$ cat src/rtl/ssbc_pkg.sv
// Shared types and constants for the sample sort bucket classifier.
`timescale 1ns / 1ps

package ssbc_pkg;

  localparam int SCNT_W     = 11;  // sample_count register width
  localparam int PCNT_W     = 7;   // partition_count register width
  localparam int IDX_W      = 10;  // sample_index field width
  localparam int KEY_PORT_W = 64;  // key field width
  localparam int BUCKET_W   = 6;   // bucket field width
  localparam int CFG_IDX_W  = 1;
  localparam int CFG_DATA_W = 11;
  localparam int DIV_CNT_W  = 4;   // holds SCNT_W

  localparam int MAX_SAMPLES_DEF    = 1024;
  localparam int MAX_PARTITIONS_DEF = 64;
  localparam int KEY_WIDTH_DEF      = 64;

  localparam logic [SCNT_W-1:0] SAMPLE_COUNT_RST    = 11'd1024;
  localparam logic [PCNT_W-1:0] PARTITION_COUNT_RST = 7'd64;

  localparam logic REQ_LOAD     = 1'b0;
  localparam logic REQ_CLASSIFY = 1'b1;

  localparam logic [CFG_IDX_W-1:0] CFG_SAMPLE_COUNT    = 1'b0;
  localparam logic [CFG_IDX_W-1:0] CFG_PARTITION_COUNT = 1'b1;

  // Status of the share-size divider.
  typedef struct packed {
    logic              busy;
    logic [SCNT_W-1:0] quot;
    logic [PCNT_W-1:0] rem;
  } div_stat_t;

endpackage

$ cat src/rtl/ssbc_div.sv
// Restoring divider that splits the sample count into partition shares.
`timescale 1ns / 1ps

module ssbc_div (
  input  logic                      clk,
  input  logic                      rst,
  input  logic                      start,
  input  logic [ssbc_pkg::SCNT_W-1:0] dividend,
  input  logic [ssbc_pkg::PCNT_W-1:0] divisor,
  output ssbc_pkg::div_stat_t       stat
);

  logic [ssbc_pkg::DIV_CNT_W-1:0] cnt;
  logic [ssbc_pkg::SCNT_W-1:0]    dq;
  logic [ssbc_pkg::PCNT_W-1:0]    rem;
  logic [ssbc_pkg::PCNT_W:0]      trial;
  logic                           fits;

  // One quotient bit per cycle: shift in the next dividend bit and try a subtract.
  assign trial = {rem, dq[ssbc_pkg::SCNT_W-1]};
  assign fits  = trial >= {1'b0, divisor};

  always_ff @(posedge clk) begin
    if (rst) begin
      cnt <= '0;
    end else if (start) begin
      cnt <= ssbc_pkg::DIV_CNT_W'(ssbc_pkg::SCNT_W);
    end else if (cnt != '0) begin
      cnt <= cnt - 1'b1;
    end
  end

  always_ff @(posedge clk) begin
    if (start) begin
      dq  <= dividend;
      rem <= '0;
    end else if (cnt != '0) begin
      dq  <= {dq[ssbc_pkg::SCNT_W-2:0], fits};
      rem <= fits ? ssbc_pkg::PCNT_W'(trial - {1'b0, divisor})
                  : trial[ssbc_pkg::PCNT_W-1:0];
    end
  end

  assign stat.busy = start || (cnt != '0);
  assign stat.quot = dq;
  assign stat.rem  = rem;

endmodule

$ cat config.mk
export PLATFORM = sky130hd
export DESIGN_NAME = ssbc_div
export DESIGN_NICKNAME = d
export VERILOG_FILES = /design/src/rtl/ssbc_pkg.sv /design/src/rtl/ssbc_div.sv
export SDC_FILE = /design/constraint.sdc
export NUM_CORES = 1
export LEC_CHECK = 0
export ABC_AREA = 1
export BUFFER_PORTS_ARGS = -buffer_cell sky130_fd_sc_hd__buf_2
export CAP_MARGIN = 20
export CORE_MARGIN = 10
export CORE_UTILIZATION = 53
export CTS_BUF_LIST = sky130_fd_sc_hd__clkbuf_2 sky130_fd_sc_hd__clkbuf_4 sky130_fd_sc_hd__clkbuf_8
export DETAILED_ROUTE_END_ITERATION = 10
export PLACE_DENSITY = 0.83
export SYNTH_ARGS = -nofsm -noshare
export SYNTH_HDL_FRONTEND = slang
export SYNTH_SLANG_ARGS = --single-unit
$ cat constraint.sdc
create_clock -name clk -period 1.9 [get_ports clk]
set_input_delay 0.285 -clock clk [delete_from_list [all_inputs] [get_ports clk]]
set_output_delay 0.285 -clock clk [all_outputs]
set_load 0.005 [all_outputs]
==> out/qor.txt <==
outcome: completed
P&R area growth vs syn: 22.2%
Max Fanout on Critical Path: 8
Num CTS Buffers: 3
critical path, cell by cell: inv_1 -> ha_1 -> fa_2 -> inv_1 -> nand2_1 -> nand2_1 -> nand2_1 -> nand2_1 -> nand2_4 -> nand3_1 -> nand3_1 -> o21ai_2
family with the most delay on the worst path: adder cells
Worst Path Buf+Inv: 2
Yosys cell types: 24
final non-filler cell area: 1670 sq um
Port Buffer Count: 39
Routed WL per cell: 12.3 um
DP Wirelength: 2550 um
synthesized area: 1370 sq um
initial antenna violation count: 0
Fmax: 569 MHz
sequential share of power: 0.341
Post-Route WL: 3160 um
Worst path depth: 12
CP most frequent cell: nand2_1
cells after synthesis: 184
top-area cell type share of the netlist area: 0.242
register-to-register setup slack: 0.14 ns
Yosys Warn Count: 0
CTS tree: built
Slew HR: 0.794
Syn Area/Cell: 7.43 sq um
fin crit period: 1.76 ns
Final Hold Viols: 0
Worst Skew: 0.00998 ns
slowest stage cell, crit path: edfxtp_1
routed vias: 1,274
Sw Pwr: 0.827 mW
R2R cell count: 12
Worst Setup Start Kind: flop
Vias/cell: 4.96
Iteration-0 DRC Markers: 99
max-capacitance violation count: 0
Synth Register Bits: 22
Peak VDD IR: 0.904 mV
die area: 5010 sq um
clock power share: 0.171
Placed Area: 1610 sq um
# IOs: 40
arrival time at the worst endpoint: 2.00 ns
Clock Tree Buf Depth: 2
ANT nets after route: 0
first-pass GRT wire length: 5450 um
CTS root buffer: clkbuf_4
share of layout cells above drive strength 1: 0.264
Net Count, Synth: 213
CTS sink count: 22
Hold Path Cell Cnt: 2
largest net degree at the start of global routing: 15
Residual DRC: 0
Worst Hold Class: primary input to flop
Pint: 1.25 mW
combinational cell fraction of total power: 0.488
Required @ worst endpoint: 2.14 ns
row cnt: 18
die height: 70.8 um
clock-pin slew on the worst setup and hold paths: 0.13 ns
final setup violation count: 0
Power per Cell Area: 1240 nW/um^2
CTS hold repair buffers: 0
Crit path largest cell delay: 0.36 ns
Tightest Pin Transition: 0.309 ns
Hold Startpoint: rst
worst skew pair latency: 0.31 ns
Static Leak: 0.934 nW
reg-to-reg startpoint: dq[10]
1st-pass router iterations: 4
Worst Hold End: cnt[1]
Placer Congestion: 0.844
total grt overflow: 0
dominant cells by area after synthesis: edfxtp_1 24%, nand2_1 21%, dfxtp_1 16%, inv_1 6.6%, ha_1 6.4%
All-Layer GR Usage: 0.128
Slew Limit Fails: 0
Initial Util: 0.552
CP Class: flop to flop
Nets: 257
sw frac: 0.398
Seq/Total Area, Yosys: 0.403
FF-to-FF End: rem[0]
Yosys top cell by area: edfxtp_1
DIE WIDTH: 70.8 um
vias in the first global route: 1,215
RSZ-0062 raised after global routing: false
Setup crit end kind: flop
Tot Pwr: 2.08 mW
Core Area: 2480 sq um
htree depth: 1
n_diodes: 0
Setup TNS Final: 0 ns
Tcrit/Tclk final: 0.925
## worst max-delay path by stage
stage	to	startpoint	slack (ns)
after floorplan	rem[0]	dq[10]	0.22
after global placement	dq[0]	divisor[0]	0.15
after detailed placement	rem[0]	divisor[0]	0.08
after CTS	rem[0]	dq[10]	0.06
after global routing	rem[0]	dq[10]	0.01
final	rem[0]	dq[10]	0.14
## per-stage QoR
| stage | utilization | hold slack, ns | cells | setup WS (ns) |
|---|---|---|---|---|
| after floorplan | - | 0.354 | 184 | 0.216 |
| after global placement | 0.648 | 0.475 | 253 | 0.149 |
| after detailed placement | 0.648 | 0.480 | 253 | 0.0831 |
| after CTS | 0.670 | 0.143 | 257 | 0.0597 |
| after global routing | 0.674 | 0.135 | 257 | 0.0139 |
| final | 0.674 | 0.151 | 257 | 0.142 |
## registers in the layout, indices dropped and copies added (netlist names)
| register | cells |
|---|---|
| dq | 11 |
| rem | 7 |
| cnt | 4 |
## cell type report
type                            instances  area (sq um)
Fill cell                             211           808
Multi-Input combinational cell        134           721
Sequential cell                        22           551
Timing Repair Buffer                   41           210
Inverter                               26          97.6
Tap cell                               30          37.5
Clock inverter                          1          30.0
Clock buffer                            3          22.5
## cells by family after synthesis
kind of cell               Yosys count  synth area share
AOI/OAI and AO/OA                    9            0.0449
xor gates and xnor gates             3            0.0192
adders and majority gates            8            0.0788
buffers and inverters               28            0.0769
DFF                                 22             0.403
and+or+nand+nor                    114             0.377
## synth_stat cells
library cell,n
inv_2,2
nor4_1,1
nand2_1,78
nand3_1,14
nand3_2,2
nand2_2,1
xor2_1,3
a21oi_1,5
nand3_4,1
nor2_1,5
clkbuf_1,2
a31oi_1,1
or2_4,1
o21ai_2,1
nand4_1,2
nand3b_1,5
edfxtp_1,11
fa_1,1
a21oi_4,1
inv_1,24
ha_1,7
nor2_2,4
dfxtp_1,11
o21ai_0,1
## power by group through the flow
| stage | logic [mW] | registers [mW] | clock network (mW) |
|---|---|---|---|
| 5_1_grt | 1.16 | 0.727 | 0.381 |
| 4_1_cts | 1.00 | 0.708 | 0.360 |
| 3_3_place_gp | 0.975 | 0.716 | 0 |
| 6_report | 1.01 | 0.709 | 0.355 |
| 3_5_place_dp | 0.996 | 0.720 | 0 |
| 2_1_floorplan | 0.721 | 0.706 | 0 |
## placed cells by master (no fill, tap or decap)
cell type and instances:
nand2_2 1, nand3_2 2, dfxtp_1 11, a21oi_1 5
nor4_1 1, o21ai_2 1, bufinv_16 1, clkbuf_4 3
nor2_2 4, inv_1 24, ha_1 7, inv_2 2
buf_2 39, nand2_1 77, xor2_1 3, a31oi_1 1
or2_4 1, nor2_1 5, nand3_4 1, nand4_1 2
buf_4 2, nand3_1 14, nand2_4 1, o21ai_0 1
nand3b_1 5, fa_2 1, a21oi_4 1, edfxtp_1 11
## repair_timing
item	CTS	global route
setup buffers	0	0
resized for setup	0	3
setup endpoints to repair	0	9
## layer usage
layer / vias to the layer above / GRT usage / share of wire
li1: 666 / - / -
met1: 574 / 0.146 / 0.41
met2: 30 / 0.224 / 0.52
met3: 4 / 0.0377 / 0.053
met4: 0 / 0.0366 / 0.0098
met5: - / 0 / 0
(Power assumes the default switching activity.)
