--- config.mk ---
export PLATFORM = sky130hd
export DESIGN_NAME = ssbc_search
export DESIGN_NICKNAME = d
export VERILOG_FILES = /design/src/rtl/ssbc_pkg.sv /design/src/rtl/ssbc_search.sv
export SDC_FILE = /design/constraint.sdc
export NUM_CORES = 1
export LEC_CHECK = 0
export BUFFER_PORTS_ARGS = -buffer_cell sky130_fd_sc_hd__buf_4
export CORE_MARGIN = 4
export CORE_UTILIZATION = 48
export DETAILED_ROUTE_END_ITERATION = 12
export PLACE_DENSITY_LB_ADDON = 0.3
export SYNTH_ARGS = -nofsm -noshare
export SYNTH_HDL_FRONTEND = slang
export SYNTH_SLANG_ARGS = --single-unit
--- constraint.sdc ---
create_clock -name clk -period 7.2 [get_ports clk]
set_clock_uncertainty 0.05 [all_clocks]
set_input_delay 1.44 -clock clk [delete_from_list [all_inputs] [get_ports clk]]
set_output_delay 1.44 -clock clk [all_outputs]
set_load 0.01 [all_outputs]
--- src/rtl/ssbc_pkg.sv ---
// Shared types and constants for the sample sort bucket classifier.
`timescale 1ns / 1ps

package ssbc_pkg;

  localparam int SCNT_W     = 11;  // sample_count register width
  localparam int PCNT_W     = 7;   // partition_count register width
  localparam int IDX_W      = 10;  // sample_index field width
  localparam int KEY_PORT_W = 64;  // key field width
  localparam int BUCKET_W   = 6;   // bucket field width
  localparam int CFG_IDX_W  = 1;
  localparam int CFG_DATA_W = 11;
  localparam int DIV_CNT_W  = 4;   // holds SCNT_W

  localparam int MAX_SAMPLES_DEF    = 1024;
  localparam int MAX_PARTITIONS_DEF = 64;
  localparam int KEY_WIDTH_DEF      = 64;

  localparam logic [SCNT_W-1:0] SAMPLE_COUNT_RST    = 11'd1024;
  localparam logic [PCNT_W-1:0] PARTITION_COUNT_RST = 7'd64;

  localparam logic REQ_LOAD     = 1'b0;
  localparam logic REQ_CLASSIFY = 1'b1;

  localparam logic [CFG_IDX_W-1:0] CFG_SAMPLE_COUNT    = 1'b0;
  localparam logic [CFG_IDX_W-1:0] CFG_PARTITION_COUNT = 1'b1;

  // Status of the share-size divider.
  typedef struct packed {
    logic              busy;
    logic [SCNT_W-1:0] quot;
    logic [PCNT_W-1:0] rem;
  } div_stat_t;

endpackage

--- src/rtl/ssbc_search.sv ---
// Request sequencer: sample loads and the binary search over partition minimums.
`timescale 1ns / 1ps

module ssbc_search #(
  parameter int MAX_SAMPLES = ssbc_pkg::MAX_SAMPLES_DEF,
  parameter int KEY_WIDTH   = ssbc_pkg::KEY_WIDTH_DEF,
  localparam int AW = (MAX_SAMPLES > 1) ? $clog2(MAX_SAMPLES) : 1
) (
  input  logic                          clk,
  input  logic                          rst,
  input  logic                          enable,
  input  logic [ssbc_pkg::PCNT_W-1:0]   p_eff,
  input  ssbc_pkg::div_stat_t           div_stat,
  input  logic                          in_valid,
  output logic                          in_ready,
  input  logic                          req_type,
  input  logic [ssbc_pkg::IDX_W-1:0]    sample_index,
  input  logic [ssbc_pkg::KEY_PORT_W-1:0] key,
  output logic                          out_valid,
  input  logic                          out_ready,
  output logic [ssbc_pkg::BUCKET_W-1:0] bucket,
  output logic                          mem_we,
  output logic [AW-1:0]                 mem_waddr,
  output logic [KEY_WIDTH-1:0]          mem_wdata,
  output logic                          mem_re,
  output logic [AW-1:0]                 mem_raddr,
  input  logic [KEY_WIDTH-1:0]          mem_rdata
);

  typedef enum logic [1:0] {
    S_IDLE,
    S_READ,
    S_CMP,
    S_FINISH
  } state_t;

  localparam int PW = ssbc_pkg::PCNT_W;
  localparam int SW = ssbc_pkg::SCNT_W;

  state_t          state;
  logic [PW-1:0]   low;
  logic [PW-1:0]   hi1;   // high bound plus one, so the range is empty when low == hi1
  logic [PW-1:0]   mid;
  logic [PW-1:0]   res;
  logic [KEY_WIDTH-1:0] key_q;

  logic            accept;
  logic            take_ok;
  logic [PW+SW-1:0] prod;
  logic [PW-1:0]   mid_min;
  logic [SW-1:0]   begin_idx;
  logic            ge;
  logic [PW-1:0]   low_next;
  logic [PW-1:0]   hi1_next;
  logic [PW-1:0]   res_next;
  logic [PW:0]     span_sum;
  logic [PW:0]     init_sum;

  assign in_ready = enable && (state == S_IDLE);
  assign accept   = in_valid && in_ready;
  assign take_ok  = !out_valid || out_ready;

  // Loads go straight into the store; they produce no result.
  assign mem_we    = accept && (req_type == ssbc_pkg::REQ_LOAD) &&
                     (32'(sample_index) < MAX_SAMPLES);
  assign mem_waddr = AW'(sample_index);
  assign mem_wdata = key[KEY_WIDTH-1:0];

  // First sample of share mid: mid * q + min(mid, r).
  assign prod      = {{SW{1'b0}}, mid} * {{PW{1'b0}}, div_stat.quot};
  assign mid_min   = (mid < div_stat.rem) ? mid : div_stat.rem;
  assign begin_idx = prod[SW-1:0] + {{(SW-PW){1'b0}}, mid_min};
  assign mem_re    = (state == S_READ);
  assign mem_raddr = AW'(begin_idx);

  assign ge       = key_q >= mem_rdata;
  assign low_next = ge ? PW'(mid + 1'b1) : low;
  assign hi1_next = ge ? hi1 : mid;
  assign res_next = ge ? mid : res;
  assign span_sum = {1'b0, low_next} + {1'b0, hi1_next} - 1'b1;
  assign init_sum = {1'b0, p_eff} - 1'b1;

  always_ff @(posedge clk) begin
    if (rst) begin
      state     <= S_IDLE;
      out_valid <= 1'b0;
    end else begin
      if ((state == S_FINISH) && take_ok) begin
        out_valid <= 1'b1;
      end else if (out_ready) begin
        out_valid <= 1'b0;
      end
      case (state)
        S_IDLE: begin
          if (accept && (req_type == ssbc_pkg::REQ_CLASSIFY)) begin
            state <= S_READ;
          end
        end
        S_READ: begin
          state <= S_CMP;
        end
        S_CMP: begin
          state <= (low_next < hi1_next) ? S_READ : S_FINISH;
        end
        S_FINISH: begin
          if (take_ok) begin
            bucket <= res[ssbc_pkg::BUCKET_W-1:0];
            state  <= S_IDLE;
          end
        end
        default: begin
          state <= S_IDLE;
        end
      endcase
    end
  end

  always_ff @(posedge clk) begin
    if (accept) begin
      key_q <= key[KEY_WIDTH-1:0];
      low   <= '0;
      hi1   <= p_eff;
      mid   <= init_sum[PW:1];
      res   <= '0;
    end else if (state == S_CMP) begin
      low <= low_next;
      hi1 <= hi1_next;
      mid <= span_sum[PW:1];
      res <= res_next;
    end
  end

endmodule

==> results_dict.tcl <==
set metrics [dict create \
    seq_area_frac_synth 0.340 \
    dp.cells 1240 \
    synth_top_family_by_area "adder cells" \
    cts-root-buf "clkbuf_16" \
    end_kind "primary output" \
    grt_antenna_before_repair 0 \
    grt_first_pass_wirelength_mm 32.0 \
    synth_edf_count 84 \
    gr-total-overflow 0 \
    critPathLaunchType "input pin" \
    fill_cells 1410 \
    synth_xor_area_frac 0.0335 \
    clkSinkCount 100 \
    synthFlopType "edfxtp_1" \
    nNetsFinal 1346 \
    clk_pin_slew_ns 0.08 \
    final_util 0.620 \
    synth_top_area_cell "edfxtp_1" \
    detail_route.first_pass.iterations 5 \
    cts_tree "built" \
    wl_mm 19.9 \
    maxSlewViolCount 0 \
    syn-num-nets 1165 \
    syn_to_final_growth_pct 24.7 \
    synth_area_leaders "edfxtp_1 30%, ha_1 16%, fa_1 6.9%" \
    clk_latency_ns 0.36 \
    path_class "in2out" \
    power_density_mw_per_mm2 363 \
    dieArea_sq_mm 0.0196 \
    avgSynthCellArea_sq_um 9.76 \
    grt.total_usage 0.200 \
    fp.coreArea_sq_mm 0.0168 \
    yosysTopAreaCellShare 0.302 \
    arrival_ns 5.61 \
    antenna_cells 0 \
    finalCritPeriodShare 0.987 \
    die_w_microns 140 \
    async_flop_share 0 \
    status "completed" \
    vias_per_cell 5.17 \
    pin_count 264 \
    hold_viol 0 \
    synth_adder_area_share 0.235 \
    setup_viol 0 \
    yosys.area_share.simple 0.123 \
    rrSetupSlack_ns 2.00 \
    syn-cell-area_sq_mm 0.00836 \
    holdCritPathClass "reg2reg" \
    layout.cells.non_filler 1262 \
    cp.required_ns 5.71 \
    synthDistinctLibCells 59 \
    htreeDepth 3 \
    drv_cap 0 \
    synth_cells 856 \
    portBuffers 241 \
    ant_nets 0 \
    vias 6526 \
    wl_met3_mm 1.39 \
    top_layer_used "met4" \
    grt_max_degree 53 \
    muxShareOfSynthArea 0.0193 \
    die_h_microns 140 \
    routedWlPerCell_microns 15.7 \
    ir_drop_v 0.000558 \
    drc 0 \
    tightest_slew_ns 1.02 \
    path_max_fanout 5 \
    rows 47 \
    clockBufferDepth 2 \
    maxSlewHeadroom 0.319 \
    p_leak_uw 0.00506 \
    grt_setup_unrepaired "yes" \
    met1_length_mm 7.64 \
    ys_seq_elements 100 \
    drtIter0Drc 244 \
    max_freq_ghz 0.141 \
    dp_hpwl_mm 15.8 \
    wl_met2_mm 10.4 \
    grt_pass1_vias 6798 \
    numCtsBuffers 9 \
    ys_warn_count 0 \
    post_route_cells_drive_above_1_share 0.303 \
    start_util 0.497 \
    finalCriticalPeriod_ns 7.10 \
    synth_compound_area_frac 0.109 \
    gp_congestion 0.866 \
]
## Yosys cell counts (2+ instances only)
library cell  number
a2111oi_0          6
a21boi_0           3
a21o_1            19
a21oi_1           48
a311o_1            6
a31oi_1            4
and2_1            29
and4_1             4
buf_2              3
buf_4             74
clkbuf_1          20
dfxtp_1           16
edfxtp_1          84
fa_1              29
ha_1             110
inv_1            130
mux2i_1           15
nand2_1           70
nand2b_1           3
nand3_1           25
nand4_1           17
nor2_1            24
nor2b_1            2
nor3_1            15
nor3b_1            2
nor4_1             3
o211ai_1           7
o21a_1             2
o21ai_0           17
o21bai_1           2
o311ai_0           6
o31a_1             2
o31ai_1            2
or3_1              2
xnor2_1           24
xor2_1             8
## registers in the layout (all words and copies together), names as in the netlist
signal     flops
state          2
mid            7
low            7
key_q         64
bucket         6
out_valid      1
res            6
hi1            7
## stage by stage
stage / cell area, sq um / hold slack, ns / setup TNS (ns) / worst slack [ns] / total power [uW]
6_report: 10400 / 0.383 / 0 / 0.0960 / 3790
5_1_grt: 10400 / 0.405 / -0.401 / -0.142 / 4160
4_1_cts: 10300 / 0.385 / 0 / 0.000348 / 3690
3_5_place_dp: 9930 / 0.366 / -0.358 / -0.138 / 3080
3_3_place_gp: 9930 / 0.362 / -0.170 / -0.0822 / 3040
2_1_floorplan: 8360 / 0.358 / 0 / 0.0131 / 2220
## power by group
part	leakage [uW]	internal, uW	switching [uW]
clock	0.000143	244	243
combinational	0.00401	1380	1200
sequential	0.000912	685	35.5
total	0.00506	2310	1480
## layout make-up
cell class | count | area (sq um) | area share
Inverter | 130 | 490 | 0.0470
Sequential cell | 100 | 2840 | 0.273
Clock buffer | 9 | 225 | 0.0216
Multi-Input combinational cell | 527 | 4490 | 0.431
Tap cell | 220 | 275 | 0.0264
Timing Repair Buffer | 269 | 2030 | 0.195
Clock inverter | 7 | 68.8 | 0.00660
## cell families after synthesis
kind of cell | after synthesis
compound gates | 135
xor+xnor | 32
fa+ha+maj | 140
buf+inv | 229
flops | 100
mux | 16
simple gates | 204
## metal layers
metal	up-vias	GRT usage
met5	-	0
met4	0	0.0571
met3	35	0.0504
met2	210	0.368
met1	3052	0.230
li1	3229	-
## cell usage in the layout, fill, tap and decap left out, types with 4 or more instances in the layout
cell type and count:
mux2i_1 15, a311o_1 6, dfxtp_1 16, a31oi_1 4, nor2_1 24, inv_1 124, a21o_1 19, fa_1 28
edfxtp_1 84, nand3_1 25, a21oi_2 5, and2_1 29, inv_2 5, nand4_1 17, o311ai_0 6, a21oi_1 44
buf_4 266, nor3_1 15, ha_1 105, nand2_1 70, clkbuf_16 9, o21ai_0 15, xor2_1 8, and4_1 4
xnor2_1 23, o211ai_1 7
## path summary, 6_finish.rpt
check / cells past startpoint / end / start
setup / recovery: 25 / mem_raddr[8] / div_stat[1]
hold / removal: 0 / bucket[0] / res[0]
setup reg to reg: 18 / mid[6] / key_q[62]
hold reg to reg: 0 / bucket[0] / res[0]
## what timing repair did
| action | in CTS | in global routing |
|---|---|---|
| endpoints found under the setup margin | 4 | 5 |
| setup buffers | 1 | 5 |
| pin swaps | 15 | 29 |
| hold buffers | 0 | 0 |
| gates cloned | 0 | 0 |
| gates resized for setup | 15 | 21 |
## critical path, cell delays in order
cell	delay, ns
buf_8	0.10
inv_4	0.04
ha_4	0.18
a21o_1	0.17
a21o_1	0.15
a21o_1	0.15
a21o_1	0.22
and2_4	0.18
buf_6	0.12
a311o_1	0.35
ha_1	0.30
ha_1	0.29
inv_2	0.04
fa_1	0.46
inv_1	0.07
ha_2	0.18
inv_2	0.04
fa_2	0.39
inv_2	0.06
a21oi_2	0.04
o21bai_1	0.17
a21o_1	0.15
a21oi_2	0.05
xnor2_1	0.15
buf_4	0.14
Power figures use the tool's default switching activity.
